## src/rtl/core/hss_pkg.sv

```systemverilog
// Shared constants, item and stage types for the Hermite smoothstep pipeline.
// No dependencies; every other file of the block imports this package.
`default_nettype none

package hss_pkg;

  // Value width and fraction bits of the signed fixed-point format (Q16.16).
  localparam int DW = 32;
  localparam int FB = 16;

  // Width of the signed polynomial and basis values p, b0 and b1.
  localparam int BW = FB + 3;
  // Width of a basis magnitude.
  localparam int MW = FB + 2;
  // Width of a basis-times-slope product and of its quotient by the range.
  localparam int PW = MW + DW;
  // Width of the signed sum before saturation.
  localparam int SW = PW + 2;

  // Register index width and register indexes of the configuration port.
  localparam int RIW = 2;

  typedef enum logic [RIW-1:0] {
    REG_RANGE_LOW   = 2'd0,
    REG_RANGE_HIGH  = 2'd1,
    REG_SLOPE_START = 2'd2,
    REG_SLOPE_END   = 2'd3
  } hss_reg_e;

  // Which side of the transition band a sample falls on.
  typedef struct packed {
    logic above;
    logic below;
  } hss_flag_t;

  // Into the ratio divider: offset of the sample from the lower edge.
  typedef struct packed {
    hss_flag_t       flags;
    logic [DW-1:0]   num;
  } hss_ratio_in_t;

  // Out of the ratio divider: normalized position h in Q0.FB.
  typedef struct packed {
    hss_flag_t       flags;
    logic [FB-1:0]   h;
  } hss_ratio_out_t;

  // Through the term dividers. On entry m0 and m1 hold the products to divide;
  // on exit they hold the quotients.
  typedef struct packed {
    hss_flag_t              flags;
    logic signed [BW-1:0]   p;
    logic                   neg0;
    logic                   neg1;
    logic [PW-1:0]          m0;
    logic [PW-1:0]          m1;
  } hss_term_t;

endpackage

`default_nettype wire

```

## src/rtl/core/hss_poly.sv

```systemverilog
// Four-stage polynomial unit: h^2, h^3, smoothstep and basis values, slope products.
// Depends on hss_pkg.
`default_nettype none

module hss_poly (
  input  wire logic                    clk,
  input  wire logic                    rst_n,
  input  wire logic                    en,
  input  wire logic                    in_valid,
  input  wire hss_pkg::hss_ratio_out_t in_data,
  input  wire logic [hss_pkg::DW-1:0]  slope_start,
  input  wire logic [hss_pkg::DW-1:0]  slope_end,
  output logic                         out_valid,
  output hss_pkg::hss_term_t           out_data
);
  import hss_pkg::*;

  logic [3:0] vld_r;

  // Stage 1: square.
  hss_flag_t     f1_r;
  logic [FB-1:0] h1_r, h2a_r;
  logic [2*FB-1:0] sq;
  // Stage 2: cube.
  hss_flag_t     f2_r;
  logic [FB-1:0] h1b_r, h2b_r, h3_r;
  logic [2*FB-1:0] cu;
  // Stage 3: polynomial and basis magnitudes.
  hss_flag_t            f3_r;
  logic signed [BW-1:0] p3_r;
  logic [MW-1:0]        mb0_r, mb1_r;
  logic [DW-1:0]        ms0_r, ms1_r;
  logic                 ng0_r, ng1_r;
  logic signed [BW-1:0] hs, h2s, h3s, p_nxt, b0, b1;
  logic [BW-1:0]        ab0, ab1;
  // Stage 4: products.
  hss_term_t            t4_r;

  assign sq = (2*FB)'(in_data.h) * (2*FB)'(in_data.h);
  assign cu = (2*FB)'(h2a_r) * (2*FB)'(h1_r);

  always_comb begin
    hs    = $signed({3'b000, h1b_r});
    h2s   = $signed({3'b000, h2b_r});
    h3s   = $signed({3'b000, h3_r});
    p_nxt = (h2s <<< 1) + h2s - (h3s <<< 1);
    b0    = h3s - (h2s <<< 1) + hs;
    b1    = h3s - h2s;
    ab0   = b0[BW-1] ? (-b0) : b0;
    ab1   = b1[BW-1] ? (-b1) : b1;
  end

  always_ff @(posedge clk) begin
    if (!rst_n) begin
      vld_r <= '0;
    end else if (en) begin
      vld_r <= {vld_r[2:0], in_valid};
    end
  end

  always_ff @(posedge clk) begin
    if (en) begin
      f1_r  <= in_data.flags;
      h1_r  <= in_data.h;
      h2a_r <= sq[2*FB-1:FB];

      f2_r  <= f1_r;
      h1b_r <= h1_r;
      h2b_r <= h2a_r;
      h3_r  <= cu[2*FB-1:FB];

      f3_r  <= f2_r;
      p3_r  <= p_nxt;
      mb0_r <= ab0[MW-1:0];
      mb1_r <= ab1[MW-1:0];
      ms0_r <= slope_start[DW-1] ? (-slope_start) : slope_start;
      ms1_r <= slope_end[DW-1] ? (-slope_end) : slope_end;
      ng0_r <= b0[BW-1] ^ slope_start[DW-1];
      ng1_r <= b1[BW-1] ^ slope_end[DW-1];

      t4_r.flags <= f3_r;
      t4_r.p     <= p3_r;
      t4_r.neg0  <= ng0_r;
      t4_r.neg1  <= ng1_r;
      t4_r.m0    <= PW'(mb0_r) * PW'(ms0_r);
      t4_r.m1    <= PW'(mb1_r) * PW'(ms1_r);
    end
  end

  assign out_valid = vld_r[3];
  assign out_data  = t4_r;

endmodule

`default_nettype wire

```

## config.mk

```make
export PLATFORM = sky130hd
export DESIGN_NAME = hss_poly
export DESIGN_NICKNAME = d
export VERILOG_FILES = /design/src/rtl/core/hss_pkg.sv /design/src/rtl/core/hss_poly.sv
export SDC_FILE = /design/constraint.sdc
export NUM_CORES = 2
export LEC_CHECK = 0
export ABC_AREA = 1
export BUFFER_PORTS_ARGS = -buffer_cell sky130_fd_sc_hd__buf_2
export CORE_MARGIN = 1
export CORE_UTILIZATION = 40
export DETAILED_ROUTE_END_ITERATION = 10
export GPL_TIMING_DRIVEN = 1
export HOLD_SLACK_MARGIN = 0.02
export PLACE_DENSITY = 0.55
export SETUP_SLACK_MARGIN = 0.15
export SLEW_MARGIN = 20
export SYNTH_ARGS = -nofsm -noshare
export SYNTH_HDL_FRONTEND = slang
export SYNTH_SLANG_ARGS = --single-unit
```

## constraint.sdc

```tcl
create_clock -name clk -period 11.8 [get_ports clk]
set_input_delay 1.18 -clock clk [delete_from_list [all_inputs] [get_ports clk]]
set_output_delay 1.18 -clock clk [all_outputs]
set_load 0.05 [all_outputs]
```

=== After elaboration in Yosys (flattened, before gate mapping) ===
Index checks and enable logic that the tools add are counted.

* Register bits after elaboration: 334
* Latch bits: 0
* RAM bits: 0
* ROM bits: 0
* Input bits: 86
* Output and inout port bits: 124
* Memories kept: 0

* Add/sub/neg operators: 9
* Multipliers: 4
* Div/mod/pow operators: 0
* $lt $le $gt $ge: 0
* Eq/ne operators: 0
* Shift-type cells: 0
* Mux-type cells: 4
* Bitwise operators: 2
* Reductions and logical operators: 0

{| class="wikitable"
|+ Operators with widths
! kind !! number
|-
| multiplier 18 x 32 -> 50 bit || 2
|-
| multiplier 16 x 16 -> 32 bit || 2
|-
| negator 32 bit || 2
|-
| 2-to-1 mux 31 bit || 2
|-
| 2-to-1 mux 18 bit || 2
|-
| adder 18 x 17 -> 19 bit || 1
|-
| subtractor 18 x 17 -> 19 bit || 1
|-
| adder 17 x 16 -> 18 bit || 1
|-
| negator 17 -> 18 bit || 1
|-
| negator 18 bit || 1
|-
| subtractor 16 x 17 -> 18 bit || 1
|-
| subtractor 16 x 16 -> 17 bit || 1
|-
| XOR 1 bit || 2
|}

=== Logic depth before layout (Yosys ltp) ===
* Depth after elaboration: 4
* Depth in mapped cells: 29
* Gate-level depth less buffers: 28

=== Least setup slack after synthesis ===
OpenSTA, ideal clock, no wires.

* Path kind: in2reg
* From: input in_data[13] (netlist bit)
* To: register h2a_r[8], data pin
* Library setup time: 0.258 ns
* Arrival time: 6.146 ns
* Required time: 11.542 ns
* Setup slack: 5.396 ns
* Cell stages on the path: 21
* Buffers on the path: 2
* Cells stage by stage: clkbuf_1 clkbuf_1 nand2_1 fa_1 inv_1 fa_1 inv_1 fa_1 inv_1 fa_1 inv_1 fa_1 inv_1 fa_1 ha_1 nand2_1 o21ai_0 nor2_1 a21oi_1 a21oi_1 xnor2_1

* Word-level cells in the longest chain between the ends: 1

{| class="wikitable"
|+ Ends and longest elaborated chain
! element !! line !! source
|-
| start: declaration || hss_poly.sv:10 || <nowiki>input wire hss_pkg::hss_ratio_out_t in_data,</nowiki>
|-
| multiplier 16 x 16 -> 32 bit || hss_poly.sv:39 || <nowiki>assign sq = (2*FB)'(in_data.h) * (2*FB)'(in_data.h);</nowiki>
|-
| net sq[24] || hss_poly.sv:23 || <nowiki>logic [2*FB-1:0] sq;</nowiki>
|-
| end signal: assignment || hss_poly.sv:65 || <nowiki>h2a_r <= sq[2*FB-1:FB];</nowiki>
|-
| end: declaration || hss_poly.sv:22 || <nowiki>logic [FB-1:0] h1_r, h2a_r;</nowiki>
|}

The timed path passes the listed nets, and every way through them passes these cells.
A chain may end at the register's enable or synchronous reset.

=== Worst setup path in the final report ===
* From: register ms0_r[30]
* To: register t4_r, in the netlist out_data[99], data pin

* Word-level cells in the longest chain between the ends: 1

{| class="wikitable"
|+ Ends and longest elaborated chain
! element !! line !! source
|-
| start: declaration || hss_poly.sv:32 || <nowiki>logic [DW-1:0] ms0_r, ms1_r;</nowiki>
|-
| start signal: assignment || hss_poly.sv:76 || <nowiki>ms0_r <= slope_start[DW-1] ? (-slope_start) : slope_start;</nowiki>
|-
| multiplier 18 x 32 -> 50 bit || hss_poly.sv:85 || <nowiki>t4_r.m0 <= PW'(mb0_r) * PW'(ms0_r);</nowiki>
|-
| end: declaration || hss_poly.sv:37 || <nowiki>hss_term_t t4_r;</nowiki>
|}

No other way between the ends.

==> results by group <==
Global routing
  – Total track usage: 22.3%
  – Total global routing overflow: 0
  – Largest net degree at the start of global routing: 170
  – First-pass GRT wire length: 307000 um
  – Vias in the first global route: 56500
  – Antenna violations before repair: 8

Detailed routing
  – DRT antenna net count: 0
  – Vias per cell: 4.82
  – Vias: 51900
  – 1st-iter DRT viols: 2915
  – Routed Wire Length: 189000 um
  – Residual DRC: 0
  – DR pass1 iterations: 5
  – DR WL/cell: 17.5 um

Die
  – Chip Height: 419 um
  – Ports: 210
  – Core Box Area: 172000 um2
  – Initial core utilization: 40.4%
  – Die W: 419 um
  – Die area: 176000 um2
  – FP Rows: 152

Layout
  – Fill cells: 17300
  – Post-layout util: 43.1%
  – Final non-filler cell total: 10800
  – Most frequent cells in the layout: 2468 x inv_1, 2139 x nand2_1, 1337 x fa_1
  – Nets: 10400
  – Share of cells above drive strength 1: 4.66%
  – Most common cell after layout, fill and taps aside: inv_1
  – Layout area overhead: 6.64%

Critical path
  – Flop2flop setup slack: 5.09 ns
  – Worst R2R Start: ms0_r[30]
  – CP max FO: 18
  – Reg2reg end: out_data[99]
  – Critical Path AT: 7.07 ns
  – Crit end category: flop
  – Startpoint types: flop
  – Setup Crit Path Kind: reg2reg
  – WP data required: 12.16 ns
  – R2R cell count: 20

Placement
  – Number of port buffers: 209
  – Dpl ws: 5.08 ns
  – Post-placement cell count: 10700
  – GPL Wtd Cong: 0.913
  – DP HPWL: 154000 um

STA
  – RSZ-0062 raised after global routing: no
  – Slew Limit Fails: 0
  – Setup WS post-layout: 5.09 ns
  – Worst Max-Slew Pin Slew: 1.08 ns
  – Layout Skew: 0.0482 ns
  – Final setup viols: 0
  – TNS Setup: 0 ns
  – Crit share post-route: 56.9%
  – Final hold violation count: 0
  – Final Critical Period: 6.71 ns
  – Slew headroom: 27.7%
  – Fmax: 149 MHz

Hold path
  – Worst Hold Class: reg2reg
  – Hold Startpoint: p3_r[4]
  – Hold EP: out_data[106]
  – Hold path depth: 0

Yosys
  – Ys Warns: 0
  – Largest area contributor in the netlist: fa_1
  – Sequential cell area fraction in the yosys report: 14.4%
  – Synth Flop Type: edfxtp_1
  – Cells taking the most area after synthesis: fa_1 38%, edfxtp_1 14%, inv_1 13%
  – Async S/R FF share, synth: 0%
  – Syn_area_per_cell: 8.23 um2
  – Number of synthesized flops with an enable pin: 330
  – Synthesized instance count: 8453
  – Synth cell types: 60
  – Syn_nets: 10400
  – Register bit total from synthesis: 334
  – Share of the synthesized area in the top cell type: 38.5%
  – Post-Syn Area: 69600 um2

Run status
  – Status: finished, final reports clean

Clock tree
  – Worst-Skew Late Latency: 0.67 ns
  – TritonCTS clock tree: yes
  – H-tree levels: 2
  – Max clock buf depth: 3
  – Setup Buffers After CTS: 0
  – CTS Buf Count: 45
  – Clock Tree Root: clkbuf_16
  – Sink Count: 334
  – Worst-path clk slew: 0.06 ns
  – Cts hold-fix bufs: 0
  – # resized after CTS: 0

Flow run
  – Max Cap Violations: 0
-- routing by layer --
| layer | track usage (%) | wire length, um | up-vias | share of wire, % |
|---|---|---|---|---|
| li1 | - | - | 24300 | - |
| met1 | 28.4 | 79600 | 26000 | 42 |
| met2 | 38.9 | 92900 | 1333 | 49 |
| met3 | 2.74 | 9360 | 263 | 5.0 |
| met4 | 7.92 | 6790 | 0 | 3.6 |
| met5 | 0 | 0 | - | 0 |
-- metrics by stage --
| stage | hold slack, ns | cell area (um2) |
|---|---|---|
| after CTS | 0.399 | 74200 |
| after detailed placement | 0.405 | 72600 |
| final | 0.406 | 74200 |
| after global routing | 0.419 | 74200 |
| after global placement | 0.401 | 72600 |
| after floorplan | 0.400 | 69600 |
-- logic make-up after synthesis --
group	count (synthesis)	synth area share [%]
other cells	1	0.00539
flops	334	14.4
buf+inv	2809	15.2
fa+ha+maj	1853	47.8
compound gates	524	4.27
xor+xnor	240	3.05
simple gates	2692	15.4
-- Yosys cell counts (all sizes together) (9+ instances only) --
cell,instances
nor2,287
nand3,131
a21o,35
nor3,37
nand2,2157
ha,516
a21oi,235
a31oi,35
nand4,36
xor2,151
a21boi,9
inv,2477
o21ai,157
buf,35
xnor2,89
clkbuf,296
o21bai,14
o21a,15
nor4,17
edfxtp,330
fa,1337
-- sequential cells by signal, indices dropped and copies added, names as in the netlist, 2 cells and up --
name and flops:
h1b_r 16, f1_r 2, f3_r 2, ms1_r 32
mb1_r 18, h2a_r 16, ms0_r 32, out_data 123
mb0_r 18, h3_r 16, p3_r 19, f2_r 2
h1_r 16, h2b_r 16, vld_r 4
-- worst max-delay path: stages (launching register included) --
cell,delay [ns]
edfxtp_1,0.88
nand2_1,0.19
fa_1,0.58
inv_1,0.05
fa_1,0.40
fa_1,0.54
inv_1,0.05
fa_1,0.53
inv_1,0.05
fa_1,0.51
inv_1,0.06
fa_1,0.48
inv_1,0.04
ha_1,0.39
nand2_1,0.16
nor2_1,0.20
inv_1,0.09
nor4_1,0.54
nand3_1,0.14
o211ai_1,0.42
xor2_1,0.11
-- worst max path at each step --
stage               cells after the start            to   startpoint  slack, ns
CTS                                    20  out_data[99]    ms0_r[30]       5.05
floorplan                              21      h2a_r[8]  in_data[13]       5.40
global route                           20  out_data[99]    ms0_r[30]       4.77
finish                                 20  out_data[99]    ms0_r[30]       5.09
global placement                       20      h2a_r[8]  in_data[12]       5.20
detailed placement                     20  out_data[99]    ms0_r[30]       5.08
-- area by class of cell --
cell class / count / area [um2] / area share, %
antenna: 5 / 12.5 / 0.0169
clock buffer: 48 / 1140 / 1.53
clock inverter: 33 / 414 / 0.558
inverter: 2478 / 9300 / 12.5
multi-input combinational: 5310 / 49000 / 66.1
sequential: 334 / 9990 / 13.5
tap: 2310 / 2890 / 3.90
timing repair buffer: 255 / 1410 / 1.91
Power is not shown: default switching activity piles up to over one toggle a cycle in this logic, so the estimate is an artifact.
