File: src/rtl/core/hss_pkg.sv
// Shared constants, item and stage types for the Hermite smoothstep pipeline.
// No dependencies; every other file of the block imports this package.
`default_nettype none

package hss_pkg;

  // Value width and fraction bits of the signed fixed-point format (Q16.16).
  localparam int DW = 32;
  localparam int FB = 16;

  // Width of the signed polynomial and basis values p, b0 and b1.
  localparam int BW = FB + 3;
  // Width of a basis magnitude.
  localparam int MW = FB + 2;
  // Width of a basis-times-slope product and of its quotient by the range.
  localparam int PW = MW + DW;
  // Width of the signed sum before saturation.
  localparam int SW = PW + 2;

  // Register index width and register indexes of the configuration port.
  localparam int RIW = 2;

  typedef enum logic [RIW-1:0] {
    REG_RANGE_LOW   = 2'd0,
    REG_RANGE_HIGH  = 2'd1,
    REG_SLOPE_START = 2'd2,
    REG_SLOPE_END   = 2'd3
  } hss_reg_e;

  // Which side of the transition band a sample falls on.
  typedef struct packed {
    logic above;
    logic below;
  } hss_flag_t;

  // Into the ratio divider: offset of the sample from the lower edge.
  typedef struct packed {
    hss_flag_t       flags;
    logic [DW-1:0]   num;
  } hss_ratio_in_t;

  // Out of the ratio divider: normalized position h in Q0.FB.
  typedef struct packed {
    hss_flag_t       flags;
    logic [FB-1:0]   h;
  } hss_ratio_out_t;

  // Through the term dividers. On entry m0 and m1 hold the products to divide;
  // on exit they hold the quotients.
  typedef struct packed {
    hss_flag_t              flags;
    logic signed [BW-1:0]   p;
    logic                   neg0;
    logic                   neg1;
    logic [PW-1:0]          m0;
    logic [PW-1:0]          m1;
  } hss_term_t;

endpackage

`default_nettype wire

File: src/rtl/core/hss_ratio_div.sv
// Pipelined restoring divider that forms h = floor(num * 2^FB / dv), one bit per stage.
// Depends on hss_pkg.
`default_nettype none

module hss_ratio_div (
  input  wire logic                   clk,
  input  wire logic                   rst_n,
  input  wire logic                   en,
  input  wire logic                   in_valid,
  input  wire hss_pkg::hss_ratio_in_t in_data,
  input  wire logic [hss_pkg::DW-1:0] dv,
  output logic                        out_valid,
  output hss_pkg::hss_ratio_out_t     out_data
);
  import hss_pkg::*;

  logic            vld_r [FB];
  logic [DW:0]     rem_r [FB];
  logic [FB-1:0]   q_r   [FB];
  hss_flag_t       flg_r [FB];

  // The offset is below dv for any sample inside the band, so it is already
  // a valid partial remainder and only the FB fraction bits remain to be found.
  for (genvar s = 0; s < FB; s++) begin : g_st
    logic          v_i;
    logic [DW:0]   rem_i;
    logic [FB-1:0] q_i;
    hss_flag_t     f_i;
    logic [DW:0]   sh;
    logic          ge;
    logic [DW:0]   rem_nxt;
    logic [FB-1:0] q_nxt;

    if (s == 0) begin : g_first
      assign v_i   = in_valid;
      assign rem_i = {1'b0, in_data.num};
      assign q_i   = '0;
      assign f_i   = in_data.flags;
    end else begin : g_next
      assign v_i   = vld_r[s-1];
      assign rem_i = rem_r[s-1];
      assign q_i   = q_r[s-1];
      assign f_i   = flg_r[s-1];
    end

    always_comb begin
      sh      = {rem_i[DW-1:0], 1'b0};
      ge      = (sh >= {1'b0, dv});
      rem_nxt = ge ? (sh - {1'b0, dv}) : sh;
      q_nxt   = {q_i[FB-2:0], ge};
    end

    always_ff @(posedge clk) begin
      if (!rst_n) begin
        vld_r[s] <= 1'b0;
      end else if (en) begin
        vld_r[s] <= v_i;
      end
    end

    always_ff @(posedge clk) begin
      if (en) begin
        rem_r[s] <= rem_nxt;
        q_r[s]   <= q_nxt;
        flg_r[s] <= f_i;
      end
    end
  end

  assign out_valid      = vld_r[FB-1];
  assign out_data.flags = flg_r[FB-1];
  assign out_data.h     = q_r[FB-1];

endmodule

`default_nettype wire

File: config.mk
export PLATFORM = sky130hd
export DESIGN_NAME = hss_ratio_div
export DESIGN_NICKNAME = d
export VERILOG_FILES = /design/src/rtl/core/hss_pkg.sv /design/src/rtl/core/hss_ratio_div.sv
export SDC_FILE = /design/constraint.sdc
export NUM_CORES = 2
export LEC_CHECK = 0
export BUFFER_PORTS_ARGS = -buffer_cell sky130_fd_sc_hd__buf_4
export CAP_MARGIN = 5
export CORE_MARGIN = 2
export CORE_UTILIZATION = 45
export DETAILED_ROUTE_END_ITERATION = 10
export SYNTH_ARGS = -nofsm -noshare
export SYNTH_HDL_FRONTEND = slang
export SYNTH_SLANG_ARGS = --single-unit
File: constraint.sdc
create_clock -name clk -period 3.9 [get_ports clk]
set_clock_uncertainty 0.2 [all_clocks]
set_input_delay 0.195 -clock clk [delete_from_list [all_inputs] [get_ports clk]]
set_output_delay 0.195 -clock clk [all_outputs]
set_load 0.03 [all_outputs]
* Word-level counts from Yosys, hierarchy flattened
Memories as Yosys holds them, arrays and structs flattened.
Cells that the tools add are included.
** Cells by class
- Add/subtract/negate cells :: 16
- Reduce and logical (&&, ||, !) cells :: 0
- Bitwise gates (word level) :: 16
- Divide/modulo/power cells :: 0
- $lt $le $gt $ge :: 16
- Shift-type cells :: 0
- Multiplexer cells :: 37
- $mul :: 0
- Equal/unequal tests :: 0
** Operator list (number)
- $ge 33x32->1 :: 16
- $mux 33 :: 16
- $sub 33x32->33 :: 16
- $mux 1 :: 21
- $or 1x1->1 :: 16
** Word-level totals
- Memory bits (read-only) :: 0
- Flip-flop bits (word level) :: 0
- Word-level logic and storage cells :: 89
- Memories :: 4
- Output and inout port bits :: 19
- Memory bits (writable) :: 832
- Bits in latches :: 0
- Input port bits :: 70
** Memory list
- rem_r :: depth 16, width 33, rd ports 15, clocked after memory_dff 0, wr ports 16, RTL line hss_ratio_div.sv:18 : logic [DW:0] rem_r [FB];
- q_r :: depth 16, width 16, rd ports 16, clocked after memory_dff 0, wr ports 16, RTL line hss_ratio_div.sv:19 : logic [FB-1:0] q_r [FB];
- flg_r :: depth 16, width 2, rd ports 16, clocked after memory_dff 0, wr ports 16, RTL line hss_ratio_div.sv:20 : hss_flag_t flg_r [FB];
- vld_r :: depth 16, width 1, rd ports 16, clocked after memory_dff 0, wr ports 16, RTL line hss_ratio_div.sv:17 : logic vld_r [FB];

* Logic depth before layout (Yosys ltp)
- Depth after elaboration :: 4
- Gate-level depth with buffers :: 16
- Depth with buffers taken out :: 13

* Least setup slack after synthesis
OpenSTA, ideal clock, no wires.
- Path type :: input to register
- Start :: input dv[10] (netlist bit)
- End :: memory rem_r[11][10] (netlist bit) (data pin)
- Arrival :: 3450 ps
- Stages :: 13
- Setup slack :: -10 ps
- Cell sequence :: inv_1 > ha_1 > a21o_1 > a21o_1 > a21o_1 > nor4b_1 > nor3b_1 > a31oi_1 > o41ai_1 > a31o_2 > a41oi_1 > buf_2 > mux2_2
** RTL lines
- start: declaration :: RTL line hss_ratio_div.sv:11 : input wire logic [hss_pkg::DW-1:0] dv,
- end: declaration :: RTL line hss_ratio_div.sv:18

==> impl.org <==
** Timing
- Upper clock frequency limit :: 260 MHz
- In the finished design, the share of the clock period the worst path needs comes to 0.988.
- Setup violations remaining at the end of the flow were counted as 0.
- The count of final max-slew check failures was 0.
- Remaining max-slew budget at the tightest pin :: 0.490
- Transition time of the tightest slew-check pin :: ~0.77 ns
- The final hold violation count came to 0.
- Hold slack final :: ~0.057 ns
- The worst path in the final design needs a cycle of between 3 and 4 ns, including I/O delays and setup.

** Clocking
- After clock tree synthesis, the clock-pin slew on the worst setup and hold paths is approximately 0.060 ns.
- Counting along the longest clock path gives a buffer depth of 3.
- The number of clock buffers added by TritonCTS is 80.
- TritonCTS clock tree :: yes
- Clock Sink Count :: 664
- The clock reaches the later pin of the worst-skew pair after about 0.67 ns.
- The clock tree synthesis step divided the H-tree into 3 levels.
- The cell sitting at the root of the clock tree is a sky130_fd_sc_hd__clkbuf_16.

** Logic synthesis
- Counting every instance in the synthesized netlist gives roughly 5000.
- Of the synthesized area, sequential elements account for 0.390.
- Post-synthesis register bit count :: roughly 660
- Cell taking the most area after synthesis :: sky130_fd_sc_hd__edfxtp_1
- Yosys mapped the design onto 86 distinct sky130hd cell types.
- After synthesis, the cell types taking the most area are sky130_fd_sc_hd__edfxtp_1 39%, sky130_fd_sc_hd__ha_1 13%, sky130_fd_sc_hd__mux2_2 5.4%.
- Synthesis Warnings :: 0
- FFs w/ async S/R, synth :: 0
- Summing every instance area after synthesis gives roughly 51000 um^2.
- Number of nets produced by synthesis :: 5635
- Counting flops with a built-in enable in the synthesized netlist gives 663.
- Averaged over all synthesized cells, the footprint is around 10 um^2.
- Of the post-synthesis cell area, the dominant cell type holds 0.389.
- Among all flip-flop cells after synthesis, the most frequent one is sky130_fd_sc_hd__edfxtp_1.

** Layout
- Of the cells placed in the final design, the portion with a size suffix greater than 1 is 0.171.
- Once layout is complete, the cells apart from fillers number 7068.
- Antenna diode count :: 0
- Measured on the finished design, the core utilization comes to 0.532.
- The area growth from synthesis to layout is 17.3%.
- In the final design database the tool counted 6100 nets.

** Die
- ~90 I/O pins were placed.
- The die covers about 120000 um^2.
- Initial cell density of the core :: 0.454
- Die boundary width :: approximately 340 um
- The die is ~340 um tall.
- The floorplan step defined a core boundary enclosing 113000 um^2.
- Rows :: roughly 120

** Placed design
- RD Place Congestion :: about 0.94
- Detailed placement ended at an HPWL of 119000 um.
- Placed Cells :: approximately 6900
- Input and output buffers added on the ports amount to between 80 and 90.

** Power and ir drop
- Across the VDD grid, the largest voltage drop is 0.409 mV.
- The share of total power dissipated in combinational logic is 0.580.
- Tot Pwr :: between 50 and 60 mW
- Sw Share :: 0.405
- Internal power :: 31.6 mW
- The share of total power dissipated in the clock network is 0.146.
- The analysis attributes to cell leakage a power of around 25 nW.
- Register share of total power :: 0.273
- In this run the power density over the cells is 887 nW/um^2.
- The analysis attributes to net switching a power of ~22 mW.

** GRT
- The first global-routing pass estimated between 200000 and 250000 um of wire.
- The total overflow left after global routing is 0.
- The number of antenna violations at the first check in global routing was 4.
- Number of global-route vias before repair :: about 40000
- Entering global routing, the biggest net connects roughly 140 pins.
- Global-route usage over all layers :: 0.267

** Critical path
- CP Class :: input port to register
- Most common cell type on the critical path :: sky130_fd_sc_hd__o21ai_0
- Sort of element at the end of the critical path :: register
- Along the worst path, the maximum fanout reaches 14.
- In this design, the stage delay of the slowest critical-path cell is 0.53 ns.
- Launching element type of the critical path :: input port
- The slowest stage of the critical path belongs to the cell sky130_fd_sc_hd__dlygate4sd3_1.
- The signal on the critical path passes through dlygate4sd3_1, buf_4, buf_12, fa_1, nor2b_1, o21ai_0, a21boi_0, o21ai_0, a2111oi_2, buf_4, nor3_1, o21a_1, mux2i_1, a2111oi_0, o21ai_0.
- Data arrives at the worst endpoint at between 3 and 4 ns.
- STA puts the critical path data required time at between 4 and 5 ns.

** Job
- Max-cap violations :: 0

** Routing
- In this run the remaining antenna-violating nets after routing total 0.
- Via count :: roughly 42000
- Pre-antenna DRT Iters :: 5
- Wire length reported by the detailed router :: between 150000 and 200000 um
- Detailed Route Iter0 Violations :: around 3200
- Residual DRC count :: 0
- Avg WL per Cell :: between 20 and 25 um
- Detail-routed via count per cell :: slightly below 6

** Hold path
- In this run the worst hold path is classified as input port to register.

** Status
- The flow ran to the end, and the final reports show no timing, DRC or antenna violations.
==> synthesized netlist by cell type (all sizes together), types with 41 or more instances <==
| library cell | instances |
|---|---|
| xnor2 | 252 |
| nand4 | 78 |
| o21ai | 355 |
| clkbuf | 115 |
| nor2 | 301 |
| o21a | 65 |
| nand3 | 103 |
| xor2 | 143 |
| o21bai | 57 |
| nor2b | 72 |
| inv | 164 |
| ha | 511 |
| a31oi | 41 |
| a21o | 296 |
| mux2 | 281 |
| nand2b | 70 |
| and3 | 64 |
| a21oi | 414 |
| o31ai | 49 |
| edfxtp | 663 |
| nor3 | 91 |
| nand2 | 360 |
==> cell families (layout without fill, tap and decap cells) <==
family,after synthesis,in the layout,synth area share
AO/OA/AOI/OAI,1556,1556,0.196
XOR/XNOR,395,395,0.0676
multiplexers,304,304,0.0689
flip-flops,664,664,0.390
adder cells (fa/ha/maj),526,526,0.131
buffers and inverters,302,831,0.0233
AND/OR/NAND/NOR,1292,1292,0.123
==> flip-flops by register name (all words and copies together), names as in the netlist <==
signal,cells
q_r,136
vld_r,16
rem_r,480
flg_r,32
==> final cells by class <==
type / count / area, um^2
clock buffers: 95 / 2080
multi-input cells: 4073 / 30200
fillers: 10200 / 52700
well taps: 1500 / 1880
repair buffers: 521 / 4710
flip-flops and latches: 664 / 19900
clock inverters: 51 / 607
inverters: 164 / 629
==> per-stage QoR <==
step                      area, um^2  setup TNS, ns  setup WS (ns)
after detailed placement       56800         -19.50         -0.160
after CTS                      59900              0         0.0270
after global placement         56800         -13.43         -0.136
final                          60000              0         0.0479
after global routing           60000         -0.550        -0.0282
after floorplan                51100              0         0.0195
==> metal layers <==
metal | GRT usage | vias to the layer above | routed length (um)
met3 | 0.0319 | 340 | 7150
met4 | 0.115 | 0 | 7680
met1 | 0.333 | 20000 | 66200
li1 | - | 20100 | -
met5 | 0 | - | 0
met2 | 0.467 | 1093 | 77100
==> power groups by stage <==
stage | clock [mW] | sequential (mW) | combinational (mW)
2_1_floorplan | 0 | 13.2 | 22.1
3_3_place_gp | 0 | 14.7 | 30.1
3_5_place_dp | 0 | 14.7 | 30.4
4_1_cts | 7.97 | 14.6 | 30.6
5_1_grt | 8.21 | 14.7 | 34.0
6_report | 7.78 | 14.5 | 30.9
==> critical path: cells and delay by family <==
kind / cells / cell delay, ns
compound gates: 7 / 1.90
fa+ha+maj: 1 / 0.47
simple gates: 2 / 0.17
mux: 1 / 0.12
buf+inv: 4 / 1.10
==> cell usage in the layout, fill, tap and decap left out, types with 65 or more instances in the layout <==
cell type                     n
sky130_fd_sc_hd__a21o_1     296
sky130_fd_sc_hd__a21oi_1    411
sky130_fd_sc_hd__buf_4      425
sky130_fd_sc_hd__xnor2_1    252
sky130_fd_sc_hd__clkbuf_16   81
sky130_fd_sc_hd__o21a_1      65
sky130_fd_sc_hd__nand2_1    360
sky130_fd_sc_hd__nor2_1     301
sky130_fd_sc_hd__inv_1      158
sky130_fd_sc_hd__edfxtp_1   663
sky130_fd_sc_hd__nand4_1     78
sky130_fd_sc_hd__mux2_2     246
sky130_fd_sc_hd__o21ai_0    352
sky130_fd_sc_hd__xor2_1     143
sky130_fd_sc_hd__nor3_1      91
sky130_fd_sc_hd__ha_1       511
sky130_fd_sc_hd__nand3_1    103
sky130_fd_sc_hd__nand2b_1    70
sky130_fd_sc_hd__nor2b_1     72
==> path summary, 6_finish.rpt <==
path              slack, ns  depth (start not counted)                       from                      end
hold reg to reg        0.21                          0       q_r[1][17]$_DFFE_PP_      q_r[2][2]$_DFFE_PP_
setup reg to reg       0.15                         13  rem_r[9][0]$_SDFFCE_PN0P_  rem_r[10][22]$_DFFE_PP_
hold / removal         0.06                          2                in_data[32]    flg_r[0][0]$_DFFE_PP_
setup / recovery       0.05                         15                      dv[0]  rem_r[10][22]$_DFFE_PP_
==> timing repair <==
| action | in CTS | in global routing |
|---|---|---|
| hold buffers | 40 | 0 |
| pin swaps | 0 | 3 |
| gates resized for setup | 1 | 13 |
| buffers inserted | 0 | 2 |
| setup endpoints to repair | 3 | 135 |
| endpoints found under the hold margin | 100 | 0 |
No activity file was read; power rests on OpenSTA's default activity.
